## src/hdl/mp4sot_div.sv

```systemverilog
// ----------------------------------------------------------------------------
// mp4sot_div: restoring divider, one quotient bit per cycle
// Divisor must hold steady from start until done.
// ----------------------------------------------------------------------------
module mp4sot_div #(
    parameter int N_W = 12,
    parameter int D_W = 32
) (
    input  logic           clk,
    input  logic           rst_n,
    input  logic           start,
    input  logic [N_W-1:0] dividend,
    input  logic [D_W-1:0] divisor,
    output logic           done,
    output logic [N_W-1:0] quotient,
    output logic [N_W-1:0] remainder
);

    localparam int C_W = $clog2(N_W + 1);

    logic           busy_reg, busy_next;
    logic           done_reg, done_next;
    logic [C_W-1:0] cnt_reg, cnt_next;
    logic [N_W-1:0] q_reg, q_next;
    logic [D_W:0]   r_reg, r_next;
    logic [D_W:0]   r_shift;

    assign r_shift = {r_reg[D_W-1:0], q_reg[N_W-1]};

    always_comb
    begin
        busy_next = busy_reg;
        done_next = 1'b0;
        cnt_next  = cnt_reg;
        q_next    = q_reg;
        r_next    = r_reg;
        if (start)
        begin
            busy_next = 1'b1;
            cnt_next  = '0;
            q_next    = dividend;
            r_next    = '0;
        end
        else if (busy_reg)
        begin
            // shift in the next dividend bit, subtract when it fits
            if (r_shift >= {1'b0, divisor})
            begin
                r_next = r_shift - {1'b0, divisor};
                q_next = {q_reg[N_W-2:0], 1'b1};
            end
            else
            begin
                r_next = r_shift;
                q_next = {q_reg[N_W-2:0], 1'b0};
            end
            cnt_next = cnt_reg + 1'b1;
            if (cnt_reg == C_W'(N_W - 1))
            begin
                busy_next = 1'b0;
                done_next = 1'b1;
            end
        end
    end

    always_ff @(posedge clk or negedge rst_n)
    begin
        if (!rst_n)
        begin
            busy_reg <= 1'b0;
            done_reg <= 1'b0;
            cnt_reg  <= '0;
        end
        else
        begin
            busy_reg <= busy_next;
            done_reg <= done_next;
            cnt_reg  <= cnt_next;
        end
    end

    always_ff @(posedge clk)
    begin
        q_reg <= q_next;
        r_reg <= r_next;
    end

    assign done      = done_reg;
    assign quotient  = q_reg;
    assign remainder = N_W'(r_reg);

endmodule

```

## config.mk

```make
export PLATFORM = sky130hd
export DESIGN_NAME = mp4sot_div
export DESIGN_NICKNAME = d
export VERILOG_FILES = /design/src/hdl/mp4sot_div.sv
export SDC_FILE = /design/constraint.sdc
export NUM_CORES = 1
export LEC_CHECK = 0
export BUFFER_PORTS_ARGS = -buffer_cell sky130_fd_sc_hd__buf_2
export CORE_ASPECT_RATIO = 0.5
export CORE_MARGIN = 3
export CORE_UTILIZATION = 55
export CTS_CLUSTER_SIZE = 14
export DETAILED_ROUTE_END_ITERATION = 10
export PLACE_DENSITY = 0.85
export SLEW_MARGIN = 30
export SYNTH_ARGS = -nofsm -noshare
export SYNTH_HDL_FRONTEND = slang
export SYNTH_SLANG_ARGS = --single-unit
```

## constraint.sdc

```tcl
create_clock -name clk -period 5.94 [get_ports clk]
set_input_delay 0 -clock clk [delete_from_list [all_inputs] [get_ports clk]]
set_output_delay 0 -clock clk [all_outputs]
set_load 0.01 [all_outputs]
```

; ---- Word level (Yosys, flattened, before mapping)
; Index checks and enable logic that the tools add are counted.
[word_totals]
regBits = 50
out_inout_bits = 25
[classes]
add_sub_neg = 2
magnitude_cmp = 1
n_eq_ne = 1
muxes = 12
n_reduce_logical = 1
[ops]
columns = operator, n
row1 = $ge 33x32->1, 1
row2 = $mux 32, 1
row3 = $sub 32x32->32, 1
row4 = $mux 12, 2
row5 = $mux 4, 2
row6 = $mux 1, 7
row7 = $add 4x1->4 const B, 1
row8 = $eq 4x4->1 const B, 1
row9 = $reduce_bool 2->1, 1

; ---- Depth between registers and ports, before layout
[depth]
ltp_word = 4
mapped_depth = 14

; ---- Worst setup path before layout
; No wires, ideal clock.
[synth_timing]
kind = register -> register
from = register q_reg[11] (netlist: quotient[11])
to = register r_reg[30]
setup_ns = 0.120
arrival_ns = 2.769
path_slack_ns = 3.052
stages_incl_launch_ff = 13
n_path_buf = 0
synth_period_minus_slack_ns = 2.888
path_cell_list = edfxtp_1 inv_1 ha_1 fa_1 nor2b_4 o31a_1 o311ai_2 nand3_2 o2bb2ai_2 or4_1 a31oi_1 mux2i_1 a211o_1
[synth_via]
elab_chain_cells = 2
word_cells_on_any_way = 3
[synth_rtl]
columns = item, line_no
row1 = start: declaration, 24  ; logic [N_W-1:0] q_reg, q_next;
row2 = start signal: assignment, 84  ; q_reg <= q_next;
row3 = $sub 32x32->32 or $ge 33x32->1 (tied branches), "49, 47"
row4 = $mux 32 (*), 47  ; if (r_shift >= {1'b0, divisor})
row5 = end signal: assignment, 85  ; r_reg <= r_next;
row6 = end: declaration, 25  ; logic [D_W:0] r_reg, r_next;
; Mark *: on every way between the ends. The rest lies on a longest branch, timed or not.
; A chain may end at the register's enable or synchronous reset.

; ---- Final worst setup path
[layout_timing]
from = register r_reg[16]
to = register r_reg[30]
[layout_via]
elab_chain_cells = 2
word_cells_on_any_way = 3
[layout_rtl]
columns = item, line_no
row1 = $sub 32x32->32 or $ge 33x32->1 (tied branches), "49, 47"
row2 = $mux 32 (*), 47
; Marks and branches as above.

==> flow_metrics.env <==
export IMPL_synth_area_leaders="dfxtp_1, ha_1, edfxtp_1, nand2_1, a21oi_1"
export IMPL_syn_to_final_growth_pct=10.4
export IMPL_critPathLaunch="r_reg[16]$_SDFFE_PP0P_"
export IMPL_vias=3898
export IMPL_syn_area_um2=4190
export IMPL_worst_pin_slew_ps=959
export IMPL_clock_latency_ps=300
export IMPL_setup_viol=0
export IMPL_p_leak_nw=2.12
export IMPL_min_delay_start="dividend[4]"
export IMPL_cts_made_buffers=5
export IMPL_pwr_share_seq_pct=26.6
export IMPL_finalMaxSlewViolations=0
export IMPL_register_area_um2=1150
export IMPL_seq_area_frac_synth_pct=27.5
export IMPL_largest_reg_flops=32
export IMPL_finalCriticalPeriod_ps=3590
export IMPL_hold_worst_slack_ps=10.8
export IMPL_gp_congestion=0.912
export IMPL_port_buffers=71
export IMPL_multi_input_area_um2=2670
export IMPL_startpoint_type="flip-flop"
export IMPL_rrSetupSlack_ps=2350
export IMPL_start_util_pct=59.8
export IMPL_synth_edf_count=12
export IMPL_tns_ps=0
export IMPL_synth_fp_nets=605
export IMPL_reg2reg_from="r_reg[16]$_SDFFE_PP0P_"
export IMPL_fmax_ghz=0.278
export IMPL_yosys_cell_types_count=65
export IMPL_combPwrFrac_pct=59.2
export IMPL_nets=648
export IMPL_outcome="finished, final reports clean"
export IMPL_grt_pass1_vias=3488
export IMPL_synth_cells=524
export IMPL_rows=21
export IMPL_synth_most_common_cell="nand2_1"
export IMPL_cp_endpoint="r_reg[30]$_SDFFE_PP0P_"
export IMPL_cts_buffer_depth=2
export IMPL_power_density_nw_per_um2=452
export IMPL_routedWlPerCell_um=15.9
export IMPL_p_switching_w=0.000975
export IMPL_intPower_w=0.00112
export IMPL_synth_top_area_share_pct=15.3
export IMPL_path_max_fanout=36
export IMPL_rsz0062_at_grt="no"
export IMPL_hold_viol_final=0
export IMPL_die_w_um=129
export IMPL_drt_iter0_drc=346
export IMPL_max_slew_margin_pct=36.1
export IMPL_synth_flop_cell="dfxtp_1"
export IMPL_viasPerCell=5.91
export IMPL_fin_crit_sh_pct=60.5
export IMPL_antenna_left=0
export IMPL_timing_critical_path_arrival_ps=3790
export IMPL_fill_cells=585
export IMPL_grt_use_total_pct=23.7
export IMPL_cts_root_buf="clkbuf_16"
export IMPL_cts_resized=0
export IMPL_worstPathRequired_ps=6140
export IMPL_core_area_um2=7020
export IMPL_path_class="reg2reg"
export IMPL_path_clk_slew_ps=80
export IMPL_overflow=0
export IMPL_switching_share_pct=46.6
export IMPL_dpl_hpwl_mm=7.74
export IMPL_synth_avg_cell_area_um2=8.00
export IMPL_async_reset_ff_share_pct=12.0
export IMPL_synth_seq_cells=50
export IMPL_skew_ps=7.14
export IMPL_synth_top_cell_by_area="dfxtp_1"
export IMPL_drtPass1Iterations=5
export IMPL_post_cts_buffers=0
export IMPL_ff2ff_path_depth=10
export IMPL_synthTopCellsByCount="nand2_1, nor2_1, a21oi_1"
export IMPL_whs_path_depth=2
export IMPL_grt_pass1_wl_mm=16.5
export IMPL_pwr_share_clk_pct=14.2
export IMPL_htreeDepth=2
export IMPL_drive_gt1_share_pct=19.0
export IMPL_ir_drop_uv=210
export IMPL_die_h_um=67.7
export IMPL_grt_max_degree=56
export IMPL_yosysWarnings=0
export IMPL_antenna_found_initial=0
export IMPL_die_area_um2=8770
export IMPL_io_pins=72
export IMPL_end_kind="flip-flop"
export IMPL_hp_class="in2reg"
export IMPL_wl_mm=10.5
export IMPL_antenna_cells=0
export IMPL_r2r_end="r_reg[30]$_SDFFE_PP0P_"
export IMPL_tritoncts="built"
export IMPL_cts_sinks=50
export IMPL_cap_violations=0
export IMPL_drc=0
logic make-up after synthesis:
logic type               share of synthesized area, %
AND/OR/NAND/NOR                                  18.9
buffers and inverters                            9.25
multiplexers                                     3.94
adder cells (fa/ha/maj)                          10.3
AO/OA/AOI/OAI                                    24.3
XOR/XNOR                                         5.85
flip-flops                                       27.5
worst max-delay path, cell delays in order, from the launching register on:
cell       delay, ps
dfxtp_1          330
ha_1             390
nand4_2          160
or3_1            140
or4_1            120
nor4_2            40
a2111oi_0        650
or4b_2          1050
nand3_1          250
mux2i_1          100
a211o_1          270
area by class of cell:
| type | count | area share [%] |
|---|---|---|
| multi-input combinational | 394 | 57.7 |
| clock inverter | 3 | 0.514 |
| inverter | 41 | 3.33 |
| timing repair buffer | 75 | 8.43 |
| tap | 92 | 2.49 |
| clock buffer | 5 | 2.70 |
| sequential | 50 | 24.9 |
power by group through the flow:
stage	clock network [W]	registers (W)	logic, W
final	0.000298	0.000555	0.00124
after global routing	0.000319	0.000571	0.00136
after CTS	0.000300	0.000552	0.00122
after detailed placement	0	0.000560	0.00121
after global placement	0	0.000557	0.00117
after floorplan	0	0.000542	0.00103
how the worst min path moves through the flow:
stage / end
finish: quotient[4]$_DFFE_PP_
global route: quotient[6]$_DFFE_PP_
CTS: quotient[4]$_DFFE_PP_
global placement: cnt_reg[2]$_DFFE_PN0P_
floorplan: busy_reg$_DFF_PN0_
detailed placement: cnt_reg[2]$_DFFE_PN0P_
metrics by stage:
step / power, W / instances / worst slack [ps] / utilization, % / area, µm²
final: 0.00209 / 660 / 2350 / 66.0 / 4630
after global routing: 0.00225 / 660 / 2270 / 66.0 / 4630
after CTS: 0.00207 / 659 / 2420 / 65.8 / 4620
after detailed placement: 0.00177 / 650 / 2490 / 63.6 / 4460
after global placement: 0.00173 / 650 / 2430 / 63.4 / 4450
after floorplan: 0.00157 / 524 / 3050 / - / 4190
cells in the final DEF (no fill, tap or decap), types with 4 or more instances in the layout:
cell and n:
a21o_1 10, a21oi_1 43, a311oi_1 13, a311oi_2 6, a31oi_1 4, and3_1 5, buf_2 71, clkbuf_16 5
dfrtp_1 6, dfxtp_1 32, edfxtp_1 12, ha_1 33, inv_1 41, mux2_2 12, nand2_1 73, nand2b_1 4
nand3_1 12, nand4_1 4, nor2_1 48, nor2b_1 5, o21a_1 8, o21ai_0 26, o21bai_1 5, xnor2_1 18
xor2_1 10
routing by layer:
metal / share of wire, % / vias up / global-route usage (%)
li1: - / 1937 / -
met1: 49 / 1792 / 33.6
met2: 43 / 164 / 38.7
met3: 7.9 / 5 / 4.19
met4: 0.24 / 0 / 3.76
met5: 0 / - / 0
timing repair:
item	in CTS	in global routing
hold endpoints to repair	6	1
setup endpoints to repair	0	0
hold buffers	1	1
(Power assumes the default switching activity.)
